<file path="src/sv/spdf_pkg.sv">
`default_nettype none
package spdf_pkg;

  localparam int DefBufferBytes = 32;

  localparam logic [7:0]  RstStartByte    = 8'd170;
  localparam logic [15:0] RstTimeoutTicks = 16'd1000;
  localparam logic [5:0]  RstMaxLength    = 6'd32;

  localparam int CfgIdxW  = 2;
  localparam int CfgDataW = 16;

  typedef enum logic [CfgIdxW-1:0] {
    CFG_START_BYTE    = 2'd0,
    CFG_TIMEOUT_TICKS = 2'd1,
    CFG_MAX_LENGTH    = 2'd2
  } cfg_idx_e;

  typedef enum logic [1:0] {
    ST_OK      = 2'd0,
    ST_CSUM    = 2'd1,
    ST_LEN     = 2'd2,
    ST_TIMEOUT = 2'd3
  } status_e;

  typedef enum logic [2:0] {
    S_HUNT,
    S_CMD,
    S_LEN,
    S_DATA,
    S_SUM,
    S_RD,
    S_LD,
    S_WAIT
  } state_e;

  // controller -> datapath
  typedef struct packed {
    logic    start;     // open a frame: xor = byte, command/length/position cleared
    logic    ld_cmd;
    logic    ld_len;
    logic    wr_data;   // store payload byte, advance position
    logic    clr_idle;
    logic    inc_idle;
    logic    ld_err;
    status_e err_code;
    logic    ld_empty;
    logic    burst_clr;
    logic    burst_inc;
    logic    rd_en;
    logic    ld_item;
  } ctrl_cmd_t;

  // datapath -> controller
  typedef struct packed {
    logic is_tick;
    logic is_start;
    logic len_bad;
    logic len_zero;   // stored frame length is zero
    logic byte_zero;  // incoming byte is zero
    logic pos_last;
    logic sum_ok;
    logic timeout_hit;
    logic burst_last;
    logic out_valid;
    logic out_free;
  } dp_stat_t;

endpackage
`default_nettype wire

</file>
<file path="src/sv/spdf_if.sv">
`default_nettype none
interface spdf_in_if;
  logic       valid;
  logic       ready;
  logic       cmd;
  logic [7:0] rx_byte;

  modport source (output valid, output cmd, output rx_byte, input ready);
  modport sink   (input valid, input cmd, input rx_byte, output ready);
endinterface

interface spdf_out_if;
  logic       valid;
  logic       ready;
  logic [1:0] status;
  logic [7:0] command;
  logic [5:0] length;
  logic [7:0] data_byte;
  logic [4:0] data_index;
  logic       last;

  modport source (output valid, output status, output command, output length,
                  output data_byte, output data_index, output last, input ready);
  modport sink   (input valid, input status, input command, input length,
                  input data_byte, input data_index, input last, output ready);
endinterface
`default_nettype wire

</file>
<file path="src/sv/serial_packet_deframer_core.sv">
`default_nettype none
// channel  dir  beat
// in_ch    in   cmd (0 byte, 1 tick), rx_byte
// out_ch   out  status, command, length, data_byte, data_index, last
// cfg      in   cfg_we_i, cfg_idx_i, cfg_wdata_i (write only)
//
// An input beat is taken while the result register is empty and no good
// frame is draining. A good frame drains from the payload RAM one result
// beat at a time, in steps (read, load, wait for the result register);
// error and empty-frame results are loaded straight into the result register.
// Input is held off while a result is pending. Reset is asynchronous, active
// low; the payload RAM is never cleared, each entry is written before read.
module serial_packet_deframer_core #(
  parameter int BUFFER_BYTES = spdf_pkg::DefBufferBytes
) (
  input  wire logic                          clk_i,
  input  wire logic                          rst_ni,
  spdf_in_if.sink                            in_ch,
  spdf_out_if.source                         out_ch,
  input  wire logic                          cfg_we_i,
  input  wire logic [spdf_pkg::CfgIdxW-1:0]  cfg_idx_i,
  input  wire logic [spdf_pkg::CfgDataW-1:0] cfg_wdata_i
);
  import spdf_pkg::*;

  ctrl_cmd_t ctrl_cmd;
  dp_stat_t  dp_stat;

  spdf_ctrl u_ctrl (
    .clk_i      (clk_i),
    .rst_ni     (rst_ni),
    .in_valid_i (in_ch.valid),
    .in_ready_o (in_ch.ready),
    .stat_i     (dp_stat),
    .cmd_o      (ctrl_cmd)
  );

  spdf_dp #(
    .BUFFER_BYTES (BUFFER_BYTES)
  ) u_dp (
    .clk_i            (clk_i),
    .rst_ni           (rst_ni),
    .cfg_we_i         (cfg_we_i),
    .cfg_idx_i        (cfg_idx_i),
    .cfg_wdata_i      (cfg_wdata_i),
    .in_cmd_i         (in_ch.cmd),
    .in_byte_i        (in_ch.rx_byte),
    .out_ready_i      (out_ch.ready),
    .out_valid_o      (out_ch.valid),
    .out_status_o     (out_ch.status),
    .out_command_o    (out_ch.command),
    .out_length_o     (out_ch.length),
    .out_data_byte_o  (out_ch.data_byte),
    .out_data_index_o (out_ch.data_index),
    .out_last_o       (out_ch.last),
    .cmd_i            (ctrl_cmd),
    .stat_o           (dp_stat)
  );

endmodule
`default_nettype wire

</file>
<file path="src/sv/spdf_ram.sv">
`default_nettype none
module spdf_ram #(
  parameter int WIDTH = 8,
  parameter int DEPTH = 32,
  parameter int AW    = (DEPTH > 1) ? $clog2(DEPTH) : 1
) (
  input  wire logic             clk_i,
  input  wire logic             we_i,
  input  wire logic [AW-1:0]    waddr_i,
  input  wire logic [WIDTH-1:0] wdata_i,
  input  wire logic             re_i,
  input  wire logic [AW-1:0]    raddr_i,
  output logic      [WIDTH-1:0] rdata_o
);

  logic [WIDTH-1:0] mem_q [DEPTH];

  always_ff @(posedge clk_i) begin
    if (we_i) begin
      mem_q[waddr_i] <= wdata_i;
    end
    if (re_i) begin
      rdata_o <= mem_q[raddr_i];
    end
  end

endmodule
`default_nettype wire

</file>
<file path="src/sv/spdf_ctrl.sv">
`default_nettype none
module spdf_ctrl (
  input  wire logic                  clk_i,
  input  wire logic                  rst_ni,
  input  wire logic                  in_valid_i,
  output logic                       in_ready_o,
  input  wire spdf_pkg::dp_stat_t    stat_i,
  output spdf_pkg::ctrl_cmd_t        cmd_o
);
  import spdf_pkg::*;

  state_e state_q, state_d;
  logic   accept;

  always_ff @(posedge clk_i or negedge rst_ni) begin
    if (!rst_ni) begin
      state_q <= S_HUNT;
    end else begin
      state_q <= state_d;
    end
  end

  always_comb begin
    state_d    = state_q;
    cmd_o      = '0;
    cmd_o.err_code = ST_OK;
    in_ready_o = 1'b0;

    unique case (state_q)
      S_HUNT, S_CMD, S_LEN, S_DATA, S_SUM: in_ready_o = !stat_i.out_valid;
      S_RD, S_LD, S_WAIT:                  in_ready_o = 1'b0;
      default:                             in_ready_o = 1'b0;
    endcase
    accept = in_valid_i && in_ready_o;

    unique case (state_q)
      S_HUNT: begin
        if (accept && !stat_i.is_tick && stat_i.is_start) begin
          cmd_o.start    = 1'b1;
          cmd_o.clr_idle = 1'b1;
          state_d        = S_CMD;
        end
      end
      S_CMD, S_LEN, S_DATA, S_SUM: begin
        if (accept && stat_i.is_tick) begin
          cmd_o.inc_idle = 1'b1;
          if (stat_i.timeout_hit) begin
            cmd_o.ld_err   = 1'b1;
            cmd_o.err_code = ST_TIMEOUT;
            cmd_o.clr_idle = 1'b1;
            state_d        = S_HUNT;
          end
        end else if (accept) begin
          cmd_o.clr_idle = 1'b1;
          unique case (state_q)
            S_CMD: begin
              cmd_o.ld_cmd = 1'b1;
              state_d      = S_LEN;
            end
            S_LEN: begin
              if (stat_i.len_bad) begin
                cmd_o.ld_err   = 1'b1;
                cmd_o.err_code = ST_LEN;
                state_d        = S_HUNT;
              end else begin
                cmd_o.ld_len = 1'b1;
                state_d      = stat_i.byte_zero ? S_SUM : S_DATA;
              end
            end
            S_DATA: begin
              cmd_o.wr_data = 1'b1;
              if (stat_i.pos_last) begin
                state_d = S_SUM;
              end
            end
            default: begin
              if (!stat_i.sum_ok) begin
                cmd_o.ld_err   = 1'b1;
                cmd_o.err_code = ST_CSUM;
                state_d        = S_HUNT;
              end else if (stat_i.len_zero) begin
                cmd_o.ld_empty = 1'b1;
                state_d        = S_HUNT;
              end else begin
                cmd_o.burst_clr = 1'b1;
                state_d         = S_RD;
              end
            end
          endcase
        end
      end
      S_RD: begin
        cmd_o.rd_en = 1'b1;
        state_d     = S_LD;
      end
      S_LD: begin
        cmd_o.ld_item = 1'b1;
        if (stat_i.burst_last) begin
          state_d = S_HUNT;
        end else begin
          cmd_o.burst_inc = 1'b1;
          state_d         = S_WAIT;
        end
      end
      S_WAIT: begin
        if (stat_i.out_free) begin
          state_d = S_RD;
        end
      end
      default: state_d = S_HUNT;
    endcase
  end

endmodule
`default_nettype wire

</file>
<file path="src/sv/spdf_dp.sv">
`default_nettype none
module spdf_dp #(
  parameter int BUFFER_BYTES = spdf_pkg::DefBufferBytes
) (
  input  wire logic                          clk_i,
  input  wire logic                          rst_ni,
  input  wire logic                          cfg_we_i,
  input  wire logic [spdf_pkg::CfgIdxW-1:0]  cfg_idx_i,
  input  wire logic [spdf_pkg::CfgDataW-1:0] cfg_wdata_i,
  input  wire logic                          in_cmd_i,
  input  wire logic [7:0]                    in_byte_i,
  input  wire logic                          out_ready_i,
  output logic                               out_valid_o,
  output logic [1:0]                         out_status_o,
  output logic [7:0]                         out_command_o,
  output logic [5:0]                         out_length_o,
  output logic [7:0]                         out_data_byte_o,
  output logic [4:0]                         out_data_index_o,
  output logic                               out_last_o,
  input  wire spdf_pkg::ctrl_cmd_t           cmd_i,
  output spdf_pkg::dp_stat_t                 stat_o
);
  import spdf_pkg::*;

  localparam int         AW       = (BUFFER_BYTES > 1) ? $clog2(BUFFER_BYTES) : 1;
  localparam logic [7:0] BufLimit = 8'(BUFFER_BYTES);

  // configuration
  logic [7:0]  start_byte_q;
  logic [15:0] timeout_q;
  logic [5:0]  max_len_q;

  always_ff @(posedge clk_i or negedge rst_ni) begin
    if (!rst_ni) begin
      start_byte_q <= RstStartByte;
      timeout_q    <= RstTimeoutTicks;
      max_len_q    <= RstMaxLength;
    end else if (cfg_we_i) begin
      unique case (cfg_idx_i)
        CFG_START_BYTE:    start_byte_q <= cfg_wdata_i[7:0];
        CFG_TIMEOUT_TICKS: timeout_q    <= cfg_wdata_i;
        CFG_MAX_LENGTH:    max_len_q    <= cfg_wdata_i[5:0];
        default: ;
      endcase
    end
  end

  // frame state
  logic [7:0]  fcmd_q;
  logic [5:0]  flen_q;
  logic [5:0]  pos_q;
  logic [7:0]  xor_q;
  logic [15:0] idle_q;
  logic [5:0]  bidx_q;

  logic [15:0] idle_inc;
  logic [5:0]  pos_inc;
  logic [5:0]  bidx_inc;
  logic [7:0]  limit;
  logic [5:0]  len_sat;

  assign idle_inc = idle_q + 16'd1;
  assign pos_inc  = pos_q + 6'd1;
  assign bidx_inc = bidx_q + 6'd1;
  assign limit    = ({2'b00, max_len_q} > BufLimit) ? BufLimit : {2'b00, max_len_q};
  assign len_sat  = (in_byte_i > 8'd63) ? 6'd63 : in_byte_i[5:0];

  always_ff @(posedge clk_i or negedge rst_ni) begin
    if (!rst_ni) begin
      fcmd_q <= '0;
      flen_q <= '0;
      pos_q  <= '0;
      xor_q  <= '0;
      idle_q <= '0;
      bidx_q <= '0;
    end else begin
      if (cmd_i.start) begin
        fcmd_q <= '0;
        flen_q <= '0;
        pos_q  <= '0;
        xor_q  <= in_byte_i;
      end
      if (cmd_i.ld_cmd) begin
        fcmd_q <= in_byte_i;
        xor_q  <= xor_q ^ in_byte_i;
      end
      if (cmd_i.ld_len) begin
        flen_q <= in_byte_i[5:0];
        xor_q  <= xor_q ^ in_byte_i;
        pos_q  <= '0;
      end
      if (cmd_i.wr_data) begin
        xor_q <= xor_q ^ in_byte_i;
        pos_q <= pos_inc;
      end
      if (cmd_i.clr_idle) begin
        idle_q <= '0;
      end else if (cmd_i.inc_idle) begin
        idle_q <= idle_inc;
      end
      if (cmd_i.burst_clr) begin
        bidx_q <= '0;
      end else if (cmd_i.burst_inc) begin
        bidx_q <= bidx_inc;
      end
    end
  end

  logic [7:0] rdata;

  spdf_ram #(
    .WIDTH (8),
    .DEPTH (BUFFER_BYTES),
    .AW    (AW)
  ) u_store (
    .clk_i   (clk_i),
    .we_i    (cmd_i.wr_data),
    .waddr_i (pos_q[AW-1:0]),
    .wdata_i (in_byte_i),
    .re_i    (cmd_i.rd_en),
    .raddr_i (bidx_q[AW-1:0]),
    .rdata_o (rdata)
  );

  // result register
  logic out_valid_q;

  always_ff @(posedge clk_i or negedge rst_ni) begin
    if (!rst_ni) begin
      out_valid_q <= 1'b0;
    end else if (cmd_i.ld_err || cmd_i.ld_empty || cmd_i.ld_item) begin
      out_valid_q <= 1'b1;
    end else if (out_ready_i) begin
      out_valid_q <= 1'b0;
    end
  end

  always_ff @(posedge clk_i) begin
    if (cmd_i.ld_err) begin
      out_status_o     <= cmd_i.err_code;
      out_command_o    <= fcmd_q;
      out_length_o     <= (cmd_i.err_code == ST_LEN) ? len_sat : flen_q;
      out_data_byte_o  <= '0;
      out_data_index_o <= '0;
      out_last_o       <= 1'b1;
    end else if (cmd_i.ld_empty) begin
      out_status_o     <= ST_OK;
      out_command_o    <= fcmd_q;
      out_length_o     <= '0;
      out_data_byte_o  <= '0;
      out_data_index_o <= '0;
      out_last_o       <= 1'b1;
    end else if (cmd_i.ld_item) begin
      out_status_o     <= ST_OK;
      out_command_o    <= fcmd_q;
      out_length_o     <= flen_q;
      out_data_byte_o  <= rdata;
      out_data_index_o <= bidx_q[4:0];
      out_last_o       <= (bidx_inc == flen_q);
    end
  end

  assign out_valid_o = out_valid_q;

  always_comb begin
    stat_o             = '0;
    stat_o.is_tick     = in_cmd_i;
    stat_o.is_start    = (in_byte_i == start_byte_q);
    stat_o.len_bad     = (in_byte_i > limit);
    stat_o.len_zero    = (flen_q == 6'd0);
    stat_o.byte_zero   = (in_byte_i == 8'd0);
    stat_o.pos_last    = (pos_inc >= flen_q);
    stat_o.sum_ok      = (in_byte_i == xor_q);
    stat_o.timeout_hit = (idle_inc >= timeout_q);
    stat_o.burst_last  = (bidx_inc == flen_q);
    stat_o.out_valid   = out_valid_q;
    stat_o.out_free    = !out_valid_q || out_ready_i;
  end

endmodule
`default_nettype wire
</file>
<file path="src/flat_wrapper.sv">
// flat-port wrapper written by rule: the top's interface ports become plain ports
module serial_packet_deframer_core_flat import spdf_pkg::*;
#(
  parameter int BUFFER_BYTES = spdf_pkg::DefBufferBytes
)
  (clk_i, rst_ni, cfg_we_i, cfg_idx_i, cfg_wdata_i, in_ch_valid, in_ch_cmd, in_ch_rx_byte, in_ch_ready, out_ch_valid, out_ch_status, out_ch_command, out_ch_length, out_ch_data_byte, out_ch_data_index, out_ch_last, out_ch_ready);
  spdf_in_if in_ch_i ();
  spdf_out_if out_ch_i ();
  input  wire logic clk_i;
  input  wire logic rst_ni;
  input  wire logic cfg_we_i;
  input  wire logic [spdf_pkg::CfgIdxW-1:0] cfg_idx_i;
  input  wire logic [spdf_pkg::CfgDataW-1:0] cfg_wdata_i;
  input wire logic [$bits(in_ch_i.valid)-1:0] in_ch_valid;
  input wire logic [$bits(in_ch_i.cmd)-1:0] in_ch_cmd;
  input wire logic [$bits(in_ch_i.rx_byte)-1:0] in_ch_rx_byte;
  output wire logic [$bits(in_ch_i.ready)-1:0] in_ch_ready;
  output wire logic [$bits(out_ch_i.valid)-1:0] out_ch_valid;
  output wire logic [$bits(out_ch_i.status)-1:0] out_ch_status;
  output wire logic [$bits(out_ch_i.command)-1:0] out_ch_command;
  output wire logic [$bits(out_ch_i.length)-1:0] out_ch_length;
  output wire logic [$bits(out_ch_i.data_byte)-1:0] out_ch_data_byte;
  output wire logic [$bits(out_ch_i.data_index)-1:0] out_ch_data_index;
  output wire logic [$bits(out_ch_i.last)-1:0] out_ch_last;
  input wire logic [$bits(out_ch_i.ready)-1:0] out_ch_ready;
  assign in_ch_i.valid = in_ch_valid;
  assign in_ch_i.cmd = in_ch_cmd;
  assign in_ch_i.rx_byte = in_ch_rx_byte;
  assign in_ch_ready = in_ch_i.ready;
  assign out_ch_valid = out_ch_i.valid;
  assign out_ch_status = out_ch_i.status;
  assign out_ch_command = out_ch_i.command;
  assign out_ch_length = out_ch_i.length;
  assign out_ch_data_byte = out_ch_i.data_byte;
  assign out_ch_data_index = out_ch_i.data_index;
  assign out_ch_last = out_ch_i.last;
  assign out_ch_i.ready = out_ch_ready;
  serial_packet_deframer_core #(.BUFFER_BYTES(BUFFER_BYTES)) u_core (.clk_i(clk_i), .rst_ni(rst_ni), .in_ch(in_ch_i), .out_ch(out_ch_i), .cfg_we_i(cfg_we_i), .cfg_idx_i(cfg_idx_i), .cfg_wdata_i(cfg_wdata_i));
endmodule
</file>
<file path="config.mk">
export PLATFORM = sky130hd
export DESIGN_NAME = serial_packet_deframer_core_flat
export DESIGN_NICKNAME = d
export VERILOG_FILES = /design/src/sv/spdf_pkg.sv /design/src/sv/spdf_if.sv /design/src/sv/serial_packet_deframer_core.sv /design/src/sv/spdf_ram.sv /design/src/sv/spdf_ctrl.sv /design/src/sv/spdf_dp.sv /design/src/flat_wrapper.sv
export SDC_FILE = /design/constraint.sdc
export NUM_CORES = 1
export LEC_CHECK = 0
export BUFFER_PORTS_ARGS = -buffer_cell sky130_fd_sc_hd__clkbuf_2
export CAP_MARGIN = 20
export CELL_PAD_IN_SITES_DETAIL_PLACEMENT = 0
export CELL_PAD_IN_SITES_GLOBAL_PLACEMENT = 1
export CORE_MARGIN = 5
export CORE_UTILIZATION = 50
export CTS_BUF_LIST = sky130_fd_sc_hd__clkbuf_8
export CTS_CLUSTER_SIZE = 12
export DETAILED_ROUTE_END_ITERATION = 16
export PLACE_DENSITY_LB_ADDON = 0.1
export SYNTH_ARGS = -nofsm -noshare
export SYNTH_HDL_FRONTEND = slang
export SYNTH_HIERARCHICAL = 1
export SYNTH_SLANG_ARGS = --single-unit
</file>
<file path="constraint.sdc">
create_clock -name clk_i -period 3.9 [get_ports clk_i]
set_clock_uncertainty 0.05 [all_clocks]
set_input_delay 0.585 -clock clk_i [delete_from_list [all_inputs] [get_ports clk_i]]
set_output_delay 0.585 -clock clk_i [all_outputs]
set_load 0.02 [all_outputs]
</file>
==> flow_metrics.py, run 1 <==
metrics = {
    "timing": {
        "period_needed_ps": 3905,
        "max_freq_mhz": 256.1,
        "finalHoldViolations": 0,
        "worst_pin_slew_ps": 929.5,
        "finalSetupViolCount": 1,
        "relSlewSlack_pct": 38.04,
        "post-route-period-util_pct": 100.1,
        "report.final.slew_viol_count": 0,
        "grt_setup_unrepaired": "yes",
        "setup_slack_ps": -5.200,
    },
    "grt": {
        "grt_pass1_vias": 9787,
        "grtUsageTotal_pct": 20.87,
        "grt_antenna_before_repair": 0,
        "gr-total-overflow": 0,
        "grt_max_degree": 70,
        "grt_pass1_wl_um": 58310,
    },
    "power_and_ir_drop": {
        "clkPwrFrac_pct": 26.5,
        "power_density_mw_per_mm2": 621.0,
        "internal_power_mw": 8.203,
        "net-switching-power_mw": 3.748,
        "irDropWorstVdd_mv": 0.4000,
        "power_mw": 11.95,
        "switching_share_pct": 31.36,
        "p_seq_share_pct": 43.5,
        "combPwrFrac_pct": 30.0,
        "leakagePower_nw": 7.173,
    },
    "finish": {
        "finalNonFillerCells": 1705,
        "drive_above_1_share_pct": 34.63,
        "area_growth_pct": 16.00,
        "finish.instance_area_mm2": 0.01925,
        "layout.nets": 1280,
    },
    "clock_tree": {
        "cts_tree": "done",
        "hold_buffers": 0,
        "numCtsBuffers": 60,
        "htreeDepth": 2,
        "root_buffer": "clkbuf_8",
        "clk_latency_ps": 600,
        "clkTransAtPathRegs_ps": 60,
        "clock-sinks": 378,
        "clock_path_buffers": 3,
    },
    "critical_path": {
        "startpoint_type": "flop",
        "rr_worst_depth": 18,
        "crit_fanout": 7,
        "crit_path_end_kind": "flop",
        "critPathKind": "flop to flop",
        "worstPathRequired_ps": 4190,
        "crit_arrival_ps": 4190,
        "cp-endpoint": "u_core/u_dp/out_length_o[2]$_DFFE_PP_",
        "rrSetupSlack_ps": -5,
        "worst_r2r_endpoint": "u_core/u_dp/out_length_o[2]$_DFFE_PP_",
        "crit_start": "u_core/u_dp/idle_q[2]$_DFFE_PN0P_",
        "r2r_start": "u_core/u_dp/idle_q[2]$_DFFE_PN0P_",
    },
    "yosys": {
        "synthMuxAreaShare_pct": 14.54,
        "synthSimpleGateAreaFrac_pct": 7.993,
        "syn_area_mm2": 0.01659,
        "synth_top_family_by_area": "multiplexers",
        "ys.warnings.count": 6,
        "synth-main-ff-cell": "edfxtp_1",
        "synth-xor-area-share_pct": 3.160,
        "avgSynthCellArea_um2": 15.89,
        "synth-compound-area-share_pct": 4.110,
        "ys_types": 75,
        "synth_nets": 1107,
        "synthAdderAreaFrac_pct": 2.338,
        "synth_top_area_share_pct": 50.67,
        "ys_async_sr_fraction_pct": 22.22,
        "synth.area.top_cells": "edfxtp_1 51%, dfrtp_1 11%, mux4_2 11%, mux2_2 2.7%, ha_1 2.3%",
        "yosysSeqAreaShare_pct": 65.12,
        "synth_edf_count": 280,
        "synth-seq-cells": 378,
        "synth_cells": 1044,
        "synth_top_area_cell": "edfxtp_1",
    },
    "floorplanning": {
        "die_area_mm2": 0.03693,
        "rows": 66,
        "io_pins": 64,
        "die_w_um": 192.2,
        "initial_core_util_pct": 50.87,
        "die_h_um": 192.2,
        "core_area_mm2": 0.03262,
    },
    "hold_path": {
        "hold_class": "primary input to asynchronous set/reset pin",
    },
    "placement": {
        "routabilityCongestion": 0.8133,
        "placed_cells": 1589,
        "place_area_mm2": 0.01791,
        "dpl.hpwl_um": 24480,
        "port_buffers": 63,
    },
    "status": {
        "violations": "negative setup slack",
        "outcome": "finished, violations left",
    },
    "routing": {
        "wirelength_um": 37210,
        "drc_errors": 0,
        "viasPerCell": 5.543,
        "drt_iter0_drc": 604,
        "num_vias": 9451,
        "firstDrtPassIters": 6,
        "detail-route-antenna-nets": 0,
        "wl_per_cell_um": 21.82,
    },
    "job": {
        "maxCapViolations": 0,
    },
}
-- repair_timing --
action | CTS | global route
pin swaps | 2 | 17
buffers inserted | 2 | 6
setup endpoints to repair | 7 | 37
resized for setup | 10 | 31
-- worst max-delay path, cell delays in order (launching register included) --
cell,delay (ps)
dfrtp_1,370
and3_4,210
nand3_4,80
or4_4,540
xnor2_2,140
ha_1,290
nand4_1,90
nor3_2,220
a21oi_1,90
o21ai_1,70
o21bai_1,110
buf_4,160
and2b_4,190
or2_0,190
a21o_1,190
a21oi_2,220
or2_4,210
o21ai_1,90
o2bb2ai_1,120
-- flip-flops by register name, summed over array words and instances (netlist names), 8 cells and up --
register and count:
u_core/u_dp/fcmd_q 8, u_core/u_dp/idle_q 16, u_core/u_dp/out_command_o 8, u_core/u_dp/out_data_byte_o 8, u_core/u_dp/start_byte_q 8, u_core/u_dp/timeout_q 16, u_core/u_dp/u_store/mem_q 256, u_core/u_dp/u_store/rdata_o 8
u_core/u_dp/xor_q 8
-- worst min-delay path by stage --
stage                                            from                                endpoint  slack, ps  depth (start not counted)
floorplan                                      rst_ni    u_core/u_ctrl/state_q[0]$_DFFE_PN0P_        240                          0
global placement    u_core/u_dp/fcmd_q[3]$_DFFE_PN0P_  u_core/u_dp/out_command_o[3]$_DFFE_PP_        390                          0
CTS                                            rst_ni       u_core/u_dp/bidx_q[0]$_DFFE_PN0P_         90                          1
detailed placement  u_core/u_dp/fcmd_q[2]$_DFFE_PN0P_  u_core/u_dp/out_command_o[2]$_DFFE_PP_        400                          0
global route                                   rst_ni       u_core/u_dp/fcmd_q[2]$_DFFE_PN0P_        110                          1
finish                                         rst_ni       u_core/u_dp/fcmd_q[2]$_DFFE_PN0P_         80                          1
-- power groups by stage --
stage	logic [mW]	clock network, mW	registers, mW
after global placement	3.56	0	5.28
after floorplan	2.53	0	5.27
after detailed placement	3.57	0	5.28
after CTS	3.59	3.26	5.21
final	3.58	3.17	5.20
after global routing	3.91	3.46	5.26
-- per-layer routing --
layer  part of all wire [%]  GRT usage (%)  wire (um)
met2                     46          32.16      17060
met4                    2.1          5.156        784
met1                     46          30.86      17030
met5                      0              0          0
met3                    6.3          4.308       2328
-- placed cells by master, fill, tap and decap left out, types with 4 or more instances in the layout --
master    netlist  layout
mux2i_1        16      16
clkbuf_2        0      62
and2_1          5       5
clkbuf_8        2      66
nor2_4          3       4
clkinv_1        0       8
xor2_1         21      21
nand3_1        21      21
dfrtp_1        73      71
nand2b_1        8       8
a22o_1          8       8
a21oi_1        20      18
o31ai_1         6       6
inv_1          31      53
clkinv_2        0       5
xnor2_1        37      37
mux4_2         80      80
edfxtp_1      280     280
ha_1           31      30
a21o_1          5       5
o21ai_0        27      18
nor3_1          8       6
dfstp_2        11      11
nor2_2          1       6
nand2_1        43      41
a311oi_1        8       8
dfxtp_1        14      14
nand4_1        16      16
nor2b_1         7       6
buf_4          11     105
mux2_2         40      40
nor2_1         97      91
nand3b_1        7       7
o21ai_1         0       6
-- synth_stat cells (all sizes together) (8+ instances only) --
| cell | number |
|---|---|
| edfxtp | 280 |
| nor2 | 101 |
| mux4 | 80 |
| dfrtp | 73 |
| nand2 | 43 |
| mux2 | 40 |
| xnor2 | 38 |
| ha | 31 |
| inv | 31 |
| buf | 29 |
| clkbuf | 29 |
| o21ai | 27 |
| nand3 | 23 |
| xor2 | 21 |
| a21oi | 20 |
| nand4 | 17 |
| mux2i | 16 |
| dfxtp | 14 |
| dfstp | 11 |
| nand2b | 9 |
| a22o | 8 |
| a311oi | 8 |
| nand3b | 8 |
| nor3 | 8 |
-- layout make-up --
| cell class | instances | area (um^2) |
|---|---|---|
| fill | 2555 | 13370 |
| clock buffer | 66 | 908.4 |
| multi-input combinational | 577 | 5483 |
| tap | 442 | 553.0 |
| clock inverter | 41 | 236.5 |
| timing repair buffer | 169 | 1139 |
| antenna | 1 | 2.502 |
| inverter | 31 | 116.4 |
| sequential | 378 | 10810 |
-- metrics by stage --
| stage | hold WS (ps) | utilization [%] | setup slack, ps | setup TNS [ps] |
|---|---|---|---|---|
| finish | 75.91 | 59.01 | -5.200 | -5.200 |
| global route | 112.7 | 59.00 | -190.9 | -3661 |
| CTS | 93.65 | 58.54 | -0.7194 | -0.7194 |
| detailed placement | 397.7 | 54.92 | -132.7 | -638.1 |
| global placement | 390.2 | 54.92 | -20.52 | -75.44 |
| floorplan | 239.4 | - | -4.452 | -4.452 |
-- cell families (layout without fill, tap and decap cells) --
family	count (synthesis)	in the layout
xor+xnor	59	59
other cells	0	1
mux	136	136
buf+inv	89	307
flops	378	378
fa+ha+maj	31	31
simple gates	253	253
compound gates	98	98
No activity file was read; power rests on OpenSTA's default activity.
==> run 2, diff against run 1 <==
Settings changed: PLACE_DENSITY set to 0.9, PLACE_DENSITY_LB_ADDON 0.1 to unset.
==> flow_metrics.py, run 2 (same netlist as run 1, synthesis figures left out) <==
metrics = {
    "critical_path": {
        "crit_slowest_cell": "or4_4",
        "cp_slowest_stage_delay_ps": 500,
        "worstPathRequired_ps": 4310,
        "rr_worst_depth": 18,
        "r2r_start": "u_core/u_dp/idle_q[6]$_DFFE_PN0P_",
        "crit_arrival_ps": 4360,
        "cp-endpoint": "u_core/u_dp/out_length_o[3]$_DFFE_PP_",
        "startpoint_type": "flop",
        "cp_cell_sequence": "and4_4 -> nand3_4 -> or4_4 -> xnor2_2 -> ha_1 -> nand4_1 -> nor3_2 -> o2111ai_1 -> o21bai_2 -> and2b_4 -> or2_0 -> a21o_1 -> a21oi_2 -> nor2b_2 -> nand2_4 -> nor2_4 -> o21ai_1 -> o2bb2ai_2",
        "crit_fanout": 5,
        "worst_r2r_endpoint": "u_core/u_dp/out_length_o[3]$_DFFE_PP_",
        "crit_start": "u_core/u_dp/idle_q[6]$_DFFE_PN0P_",
        "crit_path_end_kind": "flop",
        "rrSetupSlack_ps": -50,
        "critPathKind": "flop to flop",
    },
    "clock_tree": {
        "clk_latency_ps": 610,
        "numCtsBuffers": 58,
        "root_buffer": "clkbuf_8",
        "clock-sinks": 378,
        "htreeDepth": 2,
        "clock_path_buffers": 3,
        "cts_tree": "done",
        "clkTransAtPathRegs_ps": 60,
    },
    "hold_path": {
        "hold_class": "primary input to asynchronous set/reset pin",
    },
    "finish": {
        "multi_input_area_mm2": 0.005468,
        "largest_reg_flops": 256,
        "seqCellArea_mm2": 0.01081,
        "area_growth_pct": 14.39,
        "utilization_pct": 58.19,
        "layout.nets": 1238,
        "drive_above_1_share_pct": 31.84,
        "num_antenna_cells": 0,
        "largest_register": "u_core/u_dp/u_store/mem_q",
        "most-common-layout-cells": "280 x edfxtp_1, 92 x nor2_1, 80 x mux4_2, 71 x dfrtp_1, 67 x clkbuf_8",
        "num-fill-cells": 2404,
        "largestRegisters": "u_core/u_dp/u_store/mem_q x256, u_core/u_dp/idle_q x16, u_core/u_dp/timeout_q x16",
        "mostFrequentLayoutCell": "edfxtp_1",
        "finalNonFillerCells": 1667,
    },
    "timing": {
        "max_freq_mhz": 252.9,
        "whs_ps": 23.99,
        "finalSetupViolCount": 4,
        "finalHoldViolations": 0,
        "setup_slack_ps": -54.60,
        "period_needed_ps": 3955,
        "post-route-period-util_pct": 101.4,
        "grt_setup_unrepaired": "yes",
        "worst_pin_slew_ps": 897.5,
        "setup_tns_ps": -144.5,
        "relSlewSlack_pct": 39.95,
        "report.final.slew_viol_count": 0,
    },
    "floorplanning": {
        "initial_core_util_pct": 50.87,
        "die_area_mm2": 0.03693,
        "io_pins": 64,
        "core_area_mm2": 0.03262,
        "rows": 66,
        "die_w_um": 192.2,
        "die_h_um": 192.2,
    },
    "routing": {
        "drc_errors": 0,
        "wl_per_cell_um": 21.32,
        "drt_iter0_drc": 673,
        "wirelength_um": 35540,
        "firstDrtPassIters": 5,
        "num_vias": 9484,
        "viasPerCell": 5.689,
        "detail-route-antenna-nets": 0,
    },
    "placement": {
        "routabilityCongestion": 0.8841,
        "dpl.hpwl_um": 23460,
        "placed_cells": 1546,
        "port_buffers": 63,
    },
    "grt": {
        "grt_max_degree": 67,
        "gr-total-overflow": 0,
        "grtUsageTotal_pct": 19.47,
        "grt_antenna_before_repair": 1,
        "grt_pass1_vias": 9591,
        "grt_pass1_wl_um": 54990,
    },
    "power_and_ir_drop": {
        "irDropWorstVdd_mv": 0.4119,
        "power_mw": 11.92,
        "leakagePower_nw": 6.977,
        "power_density_mw_per_mm2": 627.9,
    },
    "status": {
        "outcome": "finished, violations left",
        "violations": "negative setup slack",
    },
    "job": {
        "maxCapViolations": 0,
    },
}
## run 2: power breakdown
part,leakage [nW],internal [mW],total [mW],switching [mW]
Clock,0.697,1.71,3.21,1.50
Sequential,3.66,4.81,5.23,0.423
Combinational,2.62,1.70,3.48,1.78
## run 2: metrics by stage
stage                     setup slack, ps  cell area [um^2]
after floorplan                    -4.452             16620
after global placement              59.19             17590
after detailed placement           -165.2             17590
after CTS                           7.177             18780
after global routing               -325.0             18980
final                              -54.60             18980
## run 2: layout make-up
class / count / share of cell area (%)
clock buffer: 67 / 4.859
clock inverter: 43 / 1.318
inverter: 31 / 0.6131
multi-input combinational: 577 / 28.81
sequential: 378 / 56.95
tap: 442 / 2.914
timing repair buffer: 129 / 4.536
## run 2: worst min-delay path by stage
| stage | to | slack [ps] | cells past startpoint | startpoint |
|---|---|---|---|---|
| after floorplan | u_core/u_ctrl/state_q[0]$_DFFE_PN0P_ | 240 | 0 | rst_ni |
| after global placement | u_core/u_dp/out_command_o[2]$_DFFE_PP_ | 380 | 0 | u_core/u_dp/fcmd_q[2]$_DFFE_PN0P_ |
| after detailed placement | u_core/u_dp/out_command_o[7]$_DFFE_PP_ | 380 | 0 | u_core/u_dp/fcmd_q[7]$_DFFE_PN0P_ |
| after CTS | u_core/u_dp/bidx_q[2]$_DFFE_PN0P_ | 40 | 1 | rst_ni |
| after global routing | u_core/u_dp/bidx_q[2]$_DFFE_PN0P_ | 90 | 1 | rst_ni |
| final | u_core/u_dp/bidx_q[2]$_DFFE_PN0P_ | 20 | 1 | rst_ni |
## run 2: timing repair
item / 4_1_cts / 5_1_grt
hold buffers: 0 / 0
setup buffers: 1 / 10
gates resized for setup: 6 / 36
endpoints found under the hold margin: 0 / 0
pin swaps: 4 / 17
setup endpoints to repair: 7 / 39
## run 2: critical path: cells and delay by family (launching register included)
family,cells,cell delay [ps]
AND/OR/NAND/NOR,10,1860
AO/OA/AOI/OAI,6,1090
flip-flops,1,370
adder cells (fa/ha/maj),1,290
XOR/XNOR,1,140
## run 2: per-layer routing
metal | vias to the layer above | wire [um] | GRT usage, %
met5 | - | 0 | 0
met4 | 0 | 654 | 5.376
met3 | 48 | 1990 | 3.272
met2 | 315 | 18390 | 33.09
met1 | 4851 | 14500 | 26.21
li1 | 4270 | - | -
==> run 3, diff against run 2 <==
Settings changed: CORE_ASPECT_RATIO set to 0.7, CORE_UTILIZATION 50 to 49, PLACE_DENSITY 0.9 to 0.89, SYNTH_HIERARCHICAL 1 to unset.
==> flow_metrics.py, run 3 <==
metrics = {
    "yosys": {
        "avgSynthCellArea_um2": 15.34,
        "synth.area.top_cells": "edfxtp_1 52%, dfrtp_1 11%, mux4_2 11%, nand2_1 3.0%, ha_1 2.6%",
        "ys.warnings.count": 0,
        "synth-seq-cells": 378,
        "yosysSeqAreaShare_pct": 66.18,
        "synth_top_area_share_pct": 51.50,
        "synth_edf_count": 280,
        "ys_async_sr_fraction_pct": 22.22,
        "synthTopCellsByCount": "280 x edfxtp_1, 129 x nand2_1, 91 x nor2_1",
        "synth_top_area_cell": "edfxtp_1",
        "yosysMostFrequentCell": "edfxtp_1",
        "syn_area_mm2": 0.01633,
        "ys_types": 64,
        "synth_cells": 1064,
        "synth-main-ff-cell": "edfxtp_1",
        "synth_nets": 1130,
    },
    "power_and_ir_drop": {
        "irDropWorstVdd_mv": 0.3685,
        "power_density_mw_per_mm2": 641.8,
        "leakagePower_nw": 7.056,
        "power_mw": 12.01,
    },
    "timing": {
        "max_freq_mhz": 272.6,
        "report.final.slew_viol_count": 0,
        "grt_setup_unrepaired": "no",
        "post-route-period-util_pct": 94.05,
        "relSlewSlack_pct": 45.71,
        "worst_pin_slew_ps": 811.9,
        "finalHoldViolations": 0,
        "finalSetupViolCount": 0,
        "period_needed_ps": 3668,
    },
    "finish": {
        "largest_register": "u_core.u_dp.u_store.mem_q",
        "area_growth_pct": 14.64,
        "mostFrequentLayoutCell": "edfxtp_1",
        "largestRegisters": "u_core.u_dp.u_store.mem_q x256, u_core.u_dp.idle_q x16, u_core.u_dp.timeout_q x16",
        "largest_reg_flops": 256,
        "finish.instance_area_mm2": 0.01872,
        "drive_above_1_share_pct": 28.11,
        "utilization_pct": 57.38,
        "most-common-layout-cells": "280 x edfxtp_1, 129 x nand2_1, 91 x nor2_1, 80 x mux4_2, 78 x buf_4",
        "layout.nets": 1286,
        "num_antenna_cells": 0,
    },
    "clock_tree": {
        "numCtsBuffers": 54,
        "root_buffer": "clkbuf_8",
        "clock_path_buffers": 3,
        "clock-sinks": 378,
        "htreeDepth": 2,
        "clk_latency_ps": 610,
        "cts_tree": "done",
        "clkTransAtPathRegs_ps": 60,
    },
    "critical_path": {
        "r2r_start": "u_core.u_dp.idle_q[0]$_DFFE_PN0P_",
        "crit_arrival_ps": 4090,
        "crit_path_end_kind": "flop",
        "crit_start": "u_core.u_dp.idle_q[0]$_DFFE_PN0P_",
        "crit_fanout": 5,
        "startpoint_type": "flop",
        "rrSetupSlack_ps": 230,
        "worstPathRequired_ps": 4320,
        "critPathKind": "flop to flop",
    },
    "routing": {
        "firstDrtPassIters": 5,
        "drt_iter0_drc": 1087,
        "wirelength_um": 37890,
        "viasPerCell": 5.672,
        "detail-route-antenna-nets": 0,
        "wl_per_cell_um": 22.42,
        "drc_errors": 0,
        "num_vias": 9585,
    },
    "status": {
        "outcome": "finished clean",
    },
    "floorplanning": {
        "die_h_um": 162.7,
        "rows": 55,
        "die_w_um": 228.2,
        "core_area_mm2": 0.03262,
        "initial_core_util_pct": 50.05,
        "io_pins": 64,
        "die_area_mm2": 0.03713,
    },
    "grt": {
        "grt_pass1_vias": 9612,
        "gr-total-overflow": 0,
        "grt_antenna_before_repair": 1,
        "grt_pass1_wl_um": 58370,
        "grt_max_degree": 65,
        "grtUsageTotal_pct": 20.57,
    },
    "placement": {
        "port_buffers": 63,
        "dpl.hpwl_um": 25810,
        "routabilityCongestion": 0.8588,
        "place_area_mm2": 0.01761,
    },
    "job": {
        "maxCapViolations": 0,
    },
    "hold_path": {
        "hold_class": "primary input to asynchronous set/reset pin",
    },
}
==> run 3: layout make-up <==
cell class / instances / area (um^2)
well taps: 427 / 534.3
repair buffers: 143 / 943.4
clock buffers: 61 / 839.6
fillers: 2553 / 13900
multi-input cells: 612 / 5256
clock inverters: 38 / 216.5
flip-flops and latches: 378 / 10810
inverters: 31 / 116.4
==> run 3: per-stage QoR <==
step	TNS, ps	setup WS, ps	instances	hold WS, ps
floorplan	0	95.15	1064	239.4
global placement	-2006	-117.4	1590	391.6
detailed placement	-7097	-299.4	1590	392.4
CTS	0	45.49	1689	3.776
global route	0	8.050	1690	38.65
finish	0	232.1	1690	15.03
==> run 3: per-layer routing <==
layer,wire (um),GRT usage [%],part of all wire (%),up-vias
met2,16100,29.02,42,415
met1,17350,31.74,46,4814
met5,0,0,0,-
met3,3983,6.762,11,40
li1,-,-,-,4316
met4,459,3.710,1.2,0
==> run 3: logic make-up (layout without fill, tap and decap cells) <==
logic type | Yosys count | in the layout | synth area share [%]
DFF | 378 | 378 | 66.18
and+or+nand+nor | 301 | 301 | 8.139
muxes | 118 | 118 | 13.62
AOI/OAI and AO/OA | 88 | 88 | 3.732
buffers and inverters | 74 | 273 | 1.916
xor gates and xnor gates | 71 | 71 | 3.809
adders and majority gates | 34 | 34 | 2.606
==> run 3: repair_timing <==
item,4_1_cts,5_1_grt
setup endpoints to repair,32,49
hold buffers,0,0
setup buffers,0,0
resized for setup,2,4
==> run 3: report_power, final <==
part | switching, mW | internal, mW | leakage, nW | total (mW)
logic | 2.17 | 1.64 | 2.77 | 3.81
clock network | 1.47 | 1.57 | 0.604 | 3.04
registers | 0.329 | 4.84 | 3.68 | 5.16
==> run 3: critical path, stage by stage (launching register included) <==
cell	delay, ps
dfrtp_1	360
buf_4	140
nand3_1	110
nor4_1	290
buf_4	170
nand3_1	160
nor2_1	180
xor2_1	190
ha_1	260
a211oi_1	250
nor2_1	110
a2111oi_4	370
o31ai_4	180
o31ai_2	260
nor2_1	120
mux2_1	330
==> run 3: path summary, 6_finish.rpt <==
| check | endpoint | cells past startpoint |
|---|---|---|
| max in group asynchronous | u_core.u_dp.start_byte_q[1]$_DFFE_PN1P_ | 2 |
| hold reg to reg | u_core.u_dp.out_data_index_o[0]$_SDFFE_PP0P_ | 2 |
| hold / removal | u_core.u_dp.fcmd_q[3]$_DFFE_PN0P_ | 1 |
| setup reg to reg | u_core.u_ctrl.state_q[1]$_DFFE_PN0P_ | 15 |
| min in group clk_i | u_core.u_dp.timeout_q[12]$_DFFE_PN0P_ | 2 |
| setup / recovery | u_core.u_ctrl.state_q[1]$_DFFE_PN0P_ | 15 |
